**src/rtl/core/dea_pkg.sv**
```systemverilog
// shared types and constants for the double-ended arena allocator
`timescale 1ns / 1ps

package dea_pkg;

  localparam int ADDR_W = 24;
  localparam int NEED_W = ADDR_W + 1;
  localparam int SUM_W = ADDR_W + 2;
  localparam int HEADER_BYTES = 16;
  localparam int ROUND_BYTES = 15;
  localparam logic [ADDR_W-1:0] ARENA_RESET = ADDR_W'(8388608);

  // request codes
  localparam logic [2:0] REQ_ALLOC_LOW = 3'd0;
  localparam logic [2:0] REQ_ALLOC_HIGH = 3'd1;
  localparam logic [2:0] REQ_TEMP_ALLOC = 3'd2;
  localparam logic [2:0] REQ_FREE_LOW = 3'd3;
  localparam logic [2:0] REQ_FREE_HIGH = 3'd4;
  localparam logic [2:0] REQ_READ_LOW = 3'd5;
  localparam logic [2:0] REQ_READ_HIGH = 3'd6;

  // result status codes
  localparam logic [1:0] ST_OK = 2'd0;
  localparam logic [1:0] ST_NO_SPACE = 2'd1;
  localparam logic [1:0] ST_BAD_MARK = 2'd2;

  typedef struct packed {
    logic load;
    logic rel;
    logic check;
    logic commit;
  } dea_cmd_t;

  typedef struct packed {
    logic alloc;
  } dea_stat_t;

endpackage

```
**src/rtl/core/double_ended_arena_allocator.sv**
```systemverilog
// top level of the double-ended arena allocator
// usage:
//   two bump counters share one arena of arena_size bytes; the low end
//   grows up from offset 0, the high end grows down from arena_size
//   request channel: in_valid / in_stall carry one word (req_type,
//   req_size, req_mark); a word is taken when in_valid is high and
//   in_stall is low
//   result channel: out_valid / out_stall carry one word per request
//   (status, address, low_mark, high_mark, temp_live)
//   config: cfg_we writes cfg_data into arena_size; the user must write
//   only while idle, as the block itself does not enforce it
//   timing: a request walks load, temp release, fit check, commit;
//   frees and reads skip the fit check; the controller steps one request
//   at a time through the counters and takes no new one until it commits
//   stall: the result sits in an output register; a new request is taken
//   while it waits, but the next commit holds until the result is taken
//   reset (rst, synchronous): counters and temp flag clear, arena_size
//   returns to 8 MiB, no result is pending
`timescale 1ns / 1ps

module double_ended_arena_allocator import dea_pkg::*; (
  input  logic              clk,
  input  logic              rst,
  input  logic              cfg_we,
  input  logic [ADDR_W-1:0] cfg_data,
  input  logic              in_valid,
  output logic              in_stall,
  input  logic [2:0]        req_type,
  input  logic [ADDR_W-1:0] req_size,
  input  logic [ADDR_W-1:0] req_mark,
  output logic              out_valid,
  input  logic              out_stall,
  output logic [1:0]        status,
  output logic [ADDR_W-1:0] address,
  output logic [ADDR_W-1:0] low_mark,
  output logic [ADDR_W-1:0] high_mark,
  output logic              temp_live
);

  // controller to datapath commands and datapath status
  dea_cmd_t  cmd;
  dea_stat_t stat;

  // request sequencing and result handshake
  dea_ctrl u_ctrl (
    .clk       (clk),
    .rst       (rst),
    .in_valid  (in_valid),
    .in_stall  (in_stall),
    .out_valid (out_valid),
    .out_stall (out_stall),
    .stat      (stat),
    .cmd       (cmd)
  );

  // counters, temp block state and result word
  dea_dpath u_dpath (
    .clk       (clk),
    .rst       (rst),
    .cfg_we    (cfg_we),
    .cfg_data  (cfg_data),
    .req_type  (req_type),
    .req_size  (req_size),
    .req_mark  (req_mark),
    .cmd       (cmd),
    .stat      (stat),
    .status    (status),
    .address   (address),
    .low_mark  (low_mark),
    .high_mark (high_mark),
    .temp_live (temp_live)
  );

endmodule

```
**src/rtl/core/dea_ctrl.sv**
```systemverilog
// sequencing state machine for the arena allocator
`timescale 1ns / 1ps

module dea_ctrl import dea_pkg::*; (
  input  logic      clk,
  input  logic      rst,
  input  logic      in_valid,
  output logic      in_stall,
  output logic      out_valid,
  input  logic      out_stall,
  input  dea_stat_t stat,
  output dea_cmd_t  cmd
);

  localparam logic [1:0] S_IDLE = 2'd0;
  localparam logic [1:0] S_RELEASE = 2'd1;
  localparam logic [1:0] S_CHECK = 2'd2;
  localparam logic [1:0] S_COMMIT = 2'd3;

  logic [1:0] state;
  logic [1:0] state_next;
  logic       out_free;

  assign out_free = !out_valid || !out_stall;
  assign in_stall = (state != S_IDLE);

  always_comb begin
    state_next = state;
    cmd = '0;
    unique case (state)
      S_IDLE: begin
        if (in_valid) begin
          cmd.load = 1'b1;
          state_next = S_RELEASE;
        end
      end
      S_RELEASE: begin
        cmd.rel = 1'b1;
        state_next = stat.alloc ? S_CHECK : S_COMMIT;
      end
      S_CHECK: begin
        cmd.check = 1'b1;
        state_next = S_COMMIT;
      end
      S_COMMIT: begin
        if (out_free) begin
          cmd.commit = 1'b1;
          state_next = S_IDLE;
        end
      end
      default: state_next = S_IDLE;
    endcase
  end

  always_ff @(posedge clk) begin
    if (rst) begin
      state <= S_IDLE;
      out_valid <= 1'b0;
    end else begin
      state <= state_next;
      if (cmd.commit) begin
        out_valid <= 1'b1;
      end else if (!out_stall) begin
        out_valid <= 1'b0;
      end
    end
  end

`ifndef NO_ASSERTIONS
  a_accept_to_release: assert property (@(posedge clk) disable iff (rst)
    (in_valid && !in_stall) |=> (state == S_RELEASE))
    else $error("accepted word did not enter release step");
  a_commit_needs_room: assert property (@(posedge clk) disable iff (rst)
    cmd.commit |-> (!out_valid || !out_stall))
    else $error("result overwritten while stalled");
  a_commit_shows_result: assert property (@(posedge clk) disable iff (rst)
    cmd.commit |=> out_valid)
    else $error("committed result not presented");
  a_check_after_release: assert property (@(posedge clk) disable iff (rst)
    (state == S_CHECK) |-> ($past(state) == S_RELEASE))
    else $error("check step entered out of order");
`endif

endmodule

```
**src/rtl/core/dea_dpath.sv**
```systemverilog
// counters, fit check and result register for the arena allocator
`timescale 1ns / 1ps

module dea_dpath import dea_pkg::*; (
  input  logic              clk,
  input  logic              rst,
  input  logic              cfg_we,
  input  logic [ADDR_W-1:0] cfg_data,
  input  logic [2:0]        req_type,
  input  logic [ADDR_W-1:0] req_size,
  input  logic [ADDR_W-1:0] req_mark,
  input  dea_cmd_t          cmd,
  output dea_stat_t         stat,
  output logic [1:0]        status,
  output logic [ADDR_W-1:0] address,
  output logic [ADDR_W-1:0] low_mark,
  output logic [ADDR_W-1:0] high_mark,
  output logic              temp_live
);

  logic [ADDR_W-1:0] arena_size;
  logic [ADDR_W-1:0] low_used;
  logic [ADDR_W-1:0] high_used;
  logic              temp_active;
  logic [ADDR_W-1:0] temp_mark;

  logic [2:0]        op;
  logic [ADDR_W-1:0] mark;
  logic [NEED_W-1:0] need;
  logic              fit;
  logic [NEED_W-1:0] high_sum;

  logic [NEED_W-1:0] need_next;
  logic [SUM_W-1:0]  total;
  logic              releases;
  logic [ADDR_W-1:0] low_next;
  logic [ADDR_W-1:0] high_next;
  logic [1:0]        status_next;
  logic [ADDR_W-1:0] addr_next;

  // header plus size rounded up to 16
  assign need_next = NEED_W'(HEADER_BYTES)
                   + ((NEED_W'(req_size) + NEED_W'(ROUND_BYTES)) & ~NEED_W'(ROUND_BYTES));
  assign total = SUM_W'(low_used) + SUM_W'(high_used) + SUM_W'(need);

  assign releases = (op == REQ_ALLOC_HIGH) || (op == REQ_TEMP_ALLOC)
                 || (op == REQ_FREE_HIGH) || (op == REQ_READ_HIGH);
  assign stat.alloc = (op == REQ_ALLOC_LOW) || (op == REQ_ALLOC_HIGH)
                   || (op == REQ_TEMP_ALLOC);

  always_comb begin
    low_next = low_used;
    high_next = high_used;
    status_next = ST_OK;
    addr_next = '0;
    unique case (op)
      REQ_ALLOC_LOW: begin
        if (fit) begin
          addr_next = low_used + ADDR_W'(HEADER_BYTES);
          low_next = low_used + need[ADDR_W-1:0];
        end else begin
          status_next = ST_NO_SPACE;
        end
      end
      REQ_ALLOC_HIGH, REQ_TEMP_ALLOC: begin
        if (fit) begin
          high_next = high_sum[ADDR_W-1:0];
          addr_next = arena_size - high_sum[ADDR_W-1:0] + ADDR_W'(HEADER_BYTES);
        end else begin
          status_next = ST_NO_SPACE;
        end
      end
      REQ_FREE_LOW: begin
        if (mark > low_used) status_next = ST_BAD_MARK;
        else low_next = mark;
      end
      REQ_FREE_HIGH: begin
        if (mark > high_used) status_next = ST_BAD_MARK;
        else high_next = mark;
      end
      default: begin
      end
    endcase
  end

  always_ff @(posedge clk) begin
    if (rst) begin
      arena_size <= ARENA_RESET;
      low_used <= '0;
      high_used <= '0;
      temp_active <= 1'b0;
      temp_mark <= '0;
    end else begin
      if (cfg_we) arena_size <= cfg_data;
      // temp release ahead of the high-side requests
      if (cmd.rel && releases && temp_active) begin
        temp_active <= 1'b0;
        if (temp_mark <= high_used) high_used <= temp_mark;
      end
      // a temp allocation records its mark even when it fails
      if (cmd.check && (op == REQ_TEMP_ALLOC)) begin
        temp_mark <= high_used;
        temp_active <= 1'b1;
      end
      if (cmd.commit) begin
        low_used <= low_next;
        high_used <= high_next;
      end
    end
  end

  always_ff @(posedge clk) begin
    if (cmd.load) begin
      op <= req_type;
      mark <= req_mark;
      need <= need_next;
    end
    if (cmd.check) begin
      fit <= (total <= SUM_W'(arena_size));
      high_sum <= NEED_W'(high_used) + need;
    end
    if (cmd.commit) begin
      status <= status_next;
      address <= addr_next;
      low_mark <= low_next;
      high_mark <= high_next;
      temp_live <= temp_active;
    end
  end

endmodule

```
**config.mk**
```make
export PLATFORM = sky130hd
export DESIGN_NAME = double_ended_arena_allocator
export DESIGN_NICKNAME = d
export VERILOG_FILES = /design/src/rtl/core/dea_pkg.sv /design/src/rtl/core/double_ended_arena_allocator.sv /design/src/rtl/core/dea_ctrl.sv /design/src/rtl/core/dea_dpath.sv
export SDC_FILE = /design/constraint.sdc
export NUM_CORES = 1
export LEC_CHECK = 0
export BUFFER_PORTS_ARGS = -buffer_cell sky130_fd_sc_hd__buf_4
export CAP_MARGIN = 20
export CORE_ASPECT_RATIO = 0.7
export CORE_MARGIN = 3
export CORE_UTILIZATION = 65
export CTS_BUF_LIST = sky130_fd_sc_hd__clkbuf_8 sky130_fd_sc_hd__clkbuf_16
export DETAILED_ROUTE_END_ITERATION = 6
export PLACE_DENSITY = 0.94
export SLEW_MARGIN = 20
export SYNTH_ARGS = -nofsm -noshare
export SYNTH_HDL_FRONTEND = slang
export SYNTH_HIERARCHICAL = 1
export SYNTH_SLANG_ARGS = --single-unit
export TNS_END_PERCENT = 10
```
**constraint.sdc**
```tcl
create_clock -name clk -period 14.97 [get_ports clk]
set_input_delay 2.2455 -clock clk [delete_from_list [all_inputs] [get_ports clk]]
set_output_delay 2.2455 -clock clk [all_outputs]
set_load 0.01 [all_outputs]
```
==> results.md, run 1 <==
* Status: finished, final reports clean
* Avg Cell Area, Syn at 9.760 µm²
* Synth Net Count at 2,096
* Yosys warns at 6
* Distinct cells, synth at 81
* I/O Pins at 157
* Setup TNS at 0 ns
* Gate power share at roughly 45%
* WL/cell at 23.70 µm
* Core Box Area at 25,990 µm²
* Wirelength, routed at between 50,000 and 60,000 µm
* Fin util at 75.63%
* DP Wirelength at 40,920 µm
* Global router's overall resource usage at 36.56%
* Synth-to-Final Area Change at 13.29%
* Top Family by Delay on Critical Path: compound AO/OA/AOI/OAI gates
* Number of synthesized register bits at 248
* Mapped Cells at 1,778
* CTS tree: yes
* Max-cap violations at 0
* Worst vdd ir at 0.1059 mV
* Vias after detailed routing at 14,940
* Clock share of power at 20.7%
* Layout cell share with drive strength beyond 1 at 12.68%
* Net switching power at 0.001263 W
* DIE HEIGHT at 142.7 µm
* Ant diodes at 0
* Post-synth EDFFs at between 100 and 150
* Slew @ Worst Pin at 1.222 ns
* Initial DRC count at 2,104
* Tightest Hold Check Type: reg2reg
* Fillers at 1,770
* DRT Pass-1 Iters at 6
* Rows at 49
* Seq pwr share at 34.8%
* CTS Buf Count at 25
* CTS sink count at 248
* Clock slew at reported path FFs at 0.07 ns
* Worst skew pair latency at 0.57 ns
* Cell Area, Placed at between 15,000 and 20,000 µm²
* # hold bufs at CTS at 0
* Synth async-reset ratio at 0%
* Slew headroom at 18.52%
* Crit-path slowest cell: fa_1
* Achievable Freq at approximately 200 MHz
* H-Tree Depth at 1
* Grt ovf at 0
* Required time of the critical path at 15.38 ns
* Register area share after synthesis at a little under two fifths
* Final hold viol count at 0
* Largest net degree at the start of global routing at 78
* Cells on worst reg2reg path at 20
* Smallest hold slack at approximately 0.47 ns
* Net Sw Frac at 41.23%
* Initial antenna violation count at 0
* Post CTS Setup Buffer Count at 0
* PortBufs at 156
* First-pass GRT wire length at 81,410 µm
* CTS root buf: clkbuf_16
* Width of the chip at 201.3 µm
* Final period util at 33.42%
* CP startpoint kind: flip-flop
* Clock period minus worst slack at 5.004 ns
* Post-cts resize count at 0
* Worst Path Arrival at 5.41 ns
* Detail Route Antenna Nets at 0
* Die area at 28,730 µm²
* Pint at ~0.0018 W
* Crit-path max FO at 4
* Total power at 0.003062 W
* GPL Wtd Cong at 1.055
* Cell chain of the critical path: inv_1 > fa_1 > inv_1 > ha_1 > o211a_1 > o21ai_0 > a32oi_1 > a311oi_1 > o21ai_1 > o211ai_1 > nand2b_1 > a21oi_1 > xnor2_1 > ha_1 > nand2_1 > nor2_1 > nand2_1 > nor4_1 > o21ai_0 > a21oi_1
* Initial Utilization at 66.76%
* Vias per inst at around 6.5
* Fin. max-slew vios at 0
* Worst path depth at 20
* Layout Skew at 0.02902 ns
* P_leak at about 8.6 nW
* Final setup fails at 0
* Design area at 19,660 µm²
* CP peak stage delay at between 0.5 and 0.6 ns
* RSZ-0062 raised after global routing: false
* CP Buf/Inv Count at 2
* Setup crit end kind: flip-flop
* Hold Path Cell Cnt at 2
* Layout Nets at 2,231
* Pwr Density at 155.8 nW/µm²
* Critical path class: reg2reg
* Top_reg_cell synth: edfxtp_1
* Max Buffers Root-to-Sink at 3
* Cell area after synthesis at 17,350 µm²
* Drt drc at 0
* Vias in the first global route at between 10,000 and 15,000
==> path summary, 6_finish.rpt <==
| path | from | to | slack, ns |
|---|---|---|---|
| max | u_dpath/high_used[4]$_SDFFE_PP0P_ | u_dpath/fit$_DFFE_PP_ | 9.97 |
| min | u_dpath/temp_mark[19]$_SDFFE_PP0P_ | u_dpath/temp_mark[19]$_SDFFE_PP0P_ | 0.47 |
| max reg2reg | u_dpath/high_used[4]$_SDFFE_PP0P_ | u_dpath/fit$_DFFE_PP_ | 9.97 |
| min reg2reg | u_dpath/temp_mark[19]$_SDFFE_PP0P_ | u_dpath/temp_mark[19]$_SDFFE_PP0P_ | 0.47 |
==> synthesized netlist by cell type, types with 4 or more instances <==
cell,n,area [µm²]
dfxtp_1,100,2002
buf_1,4,15.01
clkbuf_1,44,165.2
a221o_1,38,380.4
nor3_1,23,115.1
nand2b_1,19,118.9
o21ai_0,56,280.3
edfxtp_1,148,4444
nand4_1,37,231.5
a211oi_1,16,120.1
inv_1,130,488.0
a21oi_1,136,680.7
a21o_1,53,397.9
nor4_1,10,62.56
and2_1,9,56.30
nor2b_1,26,162.7
o22ai_1,14,87.58
or3_1,7,43.79
nor2_1,174,653.1
mux2i_1,59,590.6
and3_1,5,31.28
nand2_1,114,427.9
nand3_1,28,140.1
mux2_2,5,56.30
o21ai_1,6,30.03
or2_2,5,31.28
o21bai_1,7,52.55
ha_1,214,2678
a31oi_1,8,50.05
xnor2_1,78,683.2
o211ai_1,6,45.04
a22oi_1,10,75.07
o21a_1,18,135.1
fa_1,24,480.5
buf_2,8,40.04
a21boi_0,4,30.03
o211a_1,34,340.3
xor2_1,32,280.3
o31ai_1,6,45.04
==> through the flow <==
step	worst slack (ns)	std cells
after detailed placement	9.999	2242
after global placement	10.11	2242
final	9.966	2289
after CTS	10.07	2288
after global routing	9.674	2289
after floorplan	6.001	1778
==> logic make-up after synthesis <==
group / synth area share, %
adder cells (fa/ha/maj): 18.20
AO/OA/AOI/OAI: 18.46
buffers and inverters: 4.340
XOR/XNOR: 5.552
AND/OR/NAND/NOR: 12.52
flip-flops: 37.14
multiplexers: 3.792
==> registers in the layout (all words and copies together), names as in the netlist <==
name / cells
u_dpath/high_sum: 24
u_dpath/high_mark: 24
u_dpath/address: 24
u_ctrl/out_valid: 1
u_dpath/high_used: 24
u_dpath/low_mark: 24
u_ctrl/state: 2
u_dpath/need: 21
u_dpath/status: 2
u_dpath/fit: 1
u_dpath/temp_active: 1
u_dpath/temp_live: 1
u_dpath/mark: 24
u_dpath/arena_size: 24
u_dpath/temp_mark: 24
u_dpath/op: 3
u_dpath/low_used: 24
==> per-layer routing <==
metal,vias to the layer above,wire (µm),GRT usage [%]
met1,7051,22170,51.73
met2,989,22170,53.88
met3,126,8502,13.47
li1,6773,-,-
met5,-,0,0
met4,0,1418,8.694
==> area by class of cell <==
type | instances | area (µm²) | area share, %
timing repair buffer | 168 | 1269 | 6.453
inverter | 133 | 499.2 | 2.539
multi-input combinational | 1337 | 10190 | 51.83
clock inverter | 20 | 170.2 | 0.8655
tap | 357 | 446.7 | 2.272
sequential | 248 | 6446 | 32.79
clock buffer | 26 | 639.4 | 3.252
==> worst min-delay path, stage by stage, from the launching register on <==
cell	delay (ns)
dfxtp_1	0.32
nand2_1	0.06
a21oi_1	0.05
==> cell usage in the layout, fill, tap and decap left out, types with 18 or more instances in the layout <==
| cell type | n |
|---|---|
| a21oi_1 | 135 |
| a21o_1 | 53 |
| nand4_1 | 37 |
| edfxtp_1 | 148 |
| o21a_1 | 18 |
| dfxtp_1 | 100 |
| fa_1 | 24 |
| o21ai_0 | 56 |
| nand2_1 | 114 |
| buf_4 | 167 |
| nor3_1 | 22 |
| nor2b_1 | 26 |
| mux2i_1 | 59 |
| ha_1 | 213 |
| xnor2_1 | 78 |
| nor2_1 | 174 |
| xor2_1 | 32 |
| nand3_1 | 27 |
| inv_1 | 132 |
| nand2b_1 | 19 |
| a221o_1 | 38 |
| o211a_1 | 34 |
| clkbuf_16 | 25 |
==> power groups by stage <==
stage | combinational [W] | clock, W | sequential [W]
floorplan | 0.000953 | 0 | 0.000979
global placement | 0.00125 | 0 | 0.00105
detailed placement | 0.00131 | 0 | 0.00106
CTS | 0.00133 | 0.000638 | 0.00104
global route | 0.00149 | 0.000665 | 0.00106
finish | 0.00136 | 0.000634 | 0.00106
(Power assumes the default switching activity.)
==> inputs of run 2 (changes only) <==
--- a/config.mk
+++ b/config.mk
@@ -9,10 +9,10 @@
 export CAP_MARGIN = 20
 export CORE_ASPECT_RATIO = 0.7
 export CORE_MARGIN = 3
-export CORE_UTILIZATION = 65
+export CORE_UTILIZATION = 61
 export CTS_BUF_LIST = sky130_fd_sc_hd__clkbuf_8 sky130_fd_sc_hd__clkbuf_16
 export DETAILED_ROUTE_END_ITERATION = 6
-export PLACE_DENSITY = 0.94
+export PLACE_DENSITY = 0.89
 export SLEW_MARGIN = 20
 export SYNTH_ARGS = -nofsm -noshare
 export SYNTH_HDL_FRONTEND = slang
==> constraint.sdc (replaced) <==
create_clock -name clk -period 5.2 [get_ports clk]
set_input_delay 0.78 -clock clk [delete_from_list [all_inputs] [get_ports clk]]
set_output_delay 0.78 -clock clk [all_outputs]
set_load 0.01 [all_outputs]
==> results.md, run 2 (synthesis results as in run 1) <==
* Status: finished, final reports clean
* Initial antenna violation count at 0
* Setup crit end kind: flip-flop
* Final period util at 92.06%
* CTS tree: yes
* Width of the chip at 207.6 µm
* Wirelength, routed at 54,650 µm
* Setup TNS at 0 ns
* Most common cell after layout, fill and taps aside: ha_1
* Hold EP: u_dpath/mark[18]$_DFFE_PP_
* Clock share of power at between 20% and 30%
* First-pass GRT wire length at 83,210 µm
* Rows at 50
* Drt drc at 0
* Cell Area, Placed at 18,910 µm²
* CP startpoint kind: flip-flop
* Crit-path max FO at 4
* DIE HEIGHT at 147.1 µm
* Fillers at 1,903
* Layout cell share with drive strength beyond 1 at 13.19%
* Global router's overall resource usage at a little over a third
* Initial Utilization at 63.48%
* Most frequent cells in the layout: ha_1 (213), nor2_1 (174), buf_4 (173)
* Core Box Area at about 27,000 µm²
* Multi-input logic area at 10,190 µm²
* Largest net degree at the start of global routing at 137
* WL/cell at ~24 µm
* Design area at between 15,000 and 20,000 µm²
* Seq pwr share at between 30% and 40%
* FF-to-FF End: u_dpath/fit$_DFFE_PP_
* Die area at between 30,000 and 40,000 µm²
* RSZ-0062 raised after global routing: false
* Non-filler instance count after layout at 2,305
* Sequential cell area at 6446 µm²
* Grt ovf at 0
* P_leak at 8.705 nW
* Required time of the critical path at 5.61 ns
* PortBufs at 156
* Slew headroom at about two fifths
* Worst reg-to-reg setup slack at 0.41 ns
* Max Buffers Root-to-Sink at 3
* Layout Nets at 2,239
* Layout Skew at 0.02066 ns
* Total power at 0.009247 W
* Initial DRC count at 2,168
* Detail Route Antenna Nets at 0
* Reg2reg start: u_dpath/need[5]$_DFFE_PP_
* Vias per inst at 6.475
* Final setup fails at 0
* CTS Buf Count at 26
* Clock slew at reported path FFs at 0.07 ns
* Hold Path Cell Cnt at 1
* Worst vdd ir at approximately 0.27 mV
* Net Sw Frac at just under 40%
* Critical path class: reg2reg
* Vias after detailed routing at ~15,000
* DRT Pass-1 Iters at 6
* Net switching power at 0.003645 W
* I/O Pins at 157
* Min-delay src: req_mark[18]
* Fin. max-slew vios at 0
* Pwr Density at 463.4 nW/µm²
* Clock period minus worst slack at 4.787 ns
* CTS root buf: clkbuf_16
* H-Tree Depth at 1
* Tightest Hold Check Type: in2reg
* CTS sink count at ~250
* Gate power share at approximately 43%
* DP Wirelength at 41,400 µm
* Dpl cells at 2,257
* Cells on worst reg2reg path at 21
* Final hold viol count at 0
* Max-cap violations at 0
* Worst skew pair latency at 0.56 ns
* GPL Wtd Cong at slightly below 1
* Achievable Freq at between 200 and 250 MHz
* Synth-to-Final Area Change at 15.00%
* Slew @ Worst Pin at 0.9009 ns
* Worst Path Arrival at 5.19 ns
* Post CTS Setup Buffer Count at 0
* Ant diodes at 0
* Pint at 0.005602 W
* Vias in the first global route at ~14,000
[run 2: cell types whose count changed in the layout (fill, tap and decap cells not counted), sizes merged]
cell | previous run | this run
clkinv | 16 | 10
clkbuf | 26 | 28
buf | 168 | 175
bufinv | 2 | 9
inv | 135 | 134
[run 2: worst max-delay path by stage]
stage,startpoint,endpoint,slack (ns),cells past startpoint
after floorplan,u_dpath/low_used[8]$_SDFFE_PP0P_,u_dpath/fit$_DFFE_PP_,1.0,20
after global placement,u_dpath/need[5]$_DFFE_PP_,u_dpath/fit$_DFFE_PP_,0.66,20
after detailed placement,u_dpath/need[5]$_DFFE_PP_,u_dpath/fit$_DFFE_PP_,0.56,20
after CTS,u_dpath/need[5]$_DFFE_PP_,u_dpath/fit$_DFFE_PP_,0.50,20
after global routing,u_dpath/need[5]$_DFFE_PP_,u_dpath/fit$_DFFE_PP_,0.05,21
final,u_dpath/need[5]$_DFFE_PP_,u_dpath/fit$_DFFE_PP_,0.41,21
[run 2: area by class of cell]
class / instances / share of cell area, %
multi-input cells: 1337 / 51.05
flip-flops and latches: 248 / 32.30
clock inverters: 20 / 1.743
inverters: 133 / 2.502
repair buffers: 175 / 6.665
clock buffers: 28 / 3.455
well taps: 364 / 2.282
[run 2: layer usage]
layer | global-route usage [%] | share of wire [%]
met3 | 14.28 | 17
met2 | 48.88 | 39
met1 | 50.69 | 42
met5 | 0 | 0
met4 | 7.460 | 2.6
[run 2: power by group through the flow]
stage | registers (W) | logic (W) | clock network (W)
2_1_floorplan | 0.00281 | 0.00274 | 0
3_3_place_gp | 0.00299 | 0.00370 | 0
3_5_place_dp | 0.00301 | 0.00381 | 0
4_1_cts | 0.00297 | 0.00388 | 0.00225
5_1_grt | 0.00303 | 0.00436 | 0.00234
6_report | 0.00303 | 0.00398 | 0.00224
[run 2: what timing repair did]
item                                   4_1_cts  5_1_grt
gates resized for setup                      0        1
setup endpoints to repair                    0        1
endpoints found under the hold margin        0        0
hold buffers                                 0        0
[run 2: through the flow]
stage | worst slack [ns] | util [%] | hold slack (ns)
finish | 0.4128 | 73.00 | 0.3906
global route | 0.05455 | 73.00 | 0.3846
CTS | 0.5013 | 72.98 | 0.3835
detailed placement | 0.5593 | 69.19 | 0.4693
global placement | 0.6644 | 69.14 | 0.4580
floorplan | 0.9966 | - | 0.4493
[run 2: worst max-delay path: stages, from the launching register on]
cell and delay (ns):
edfxtp_1 0.48, fa_1 0.50, ha_1 0.38, a21oi_1 0.25
o21ai_0 0.14, a21oi_1 0.23, nor2b_1 0.12, o21a_1 0.19
nor2_1 0.17, o21bai_1 0.09, a21oi_1 0.20, xnor2_1 0.15
ha_1 0.27, a21o_1 0.21, a21o_1 0.20, a21oi_1 0.16
nor2_1 0.07, nor3_1 0.17, o31ai_1 0.11, a221oi_1 0.27
o21ai_0 0.13, a21oi_1 0.14
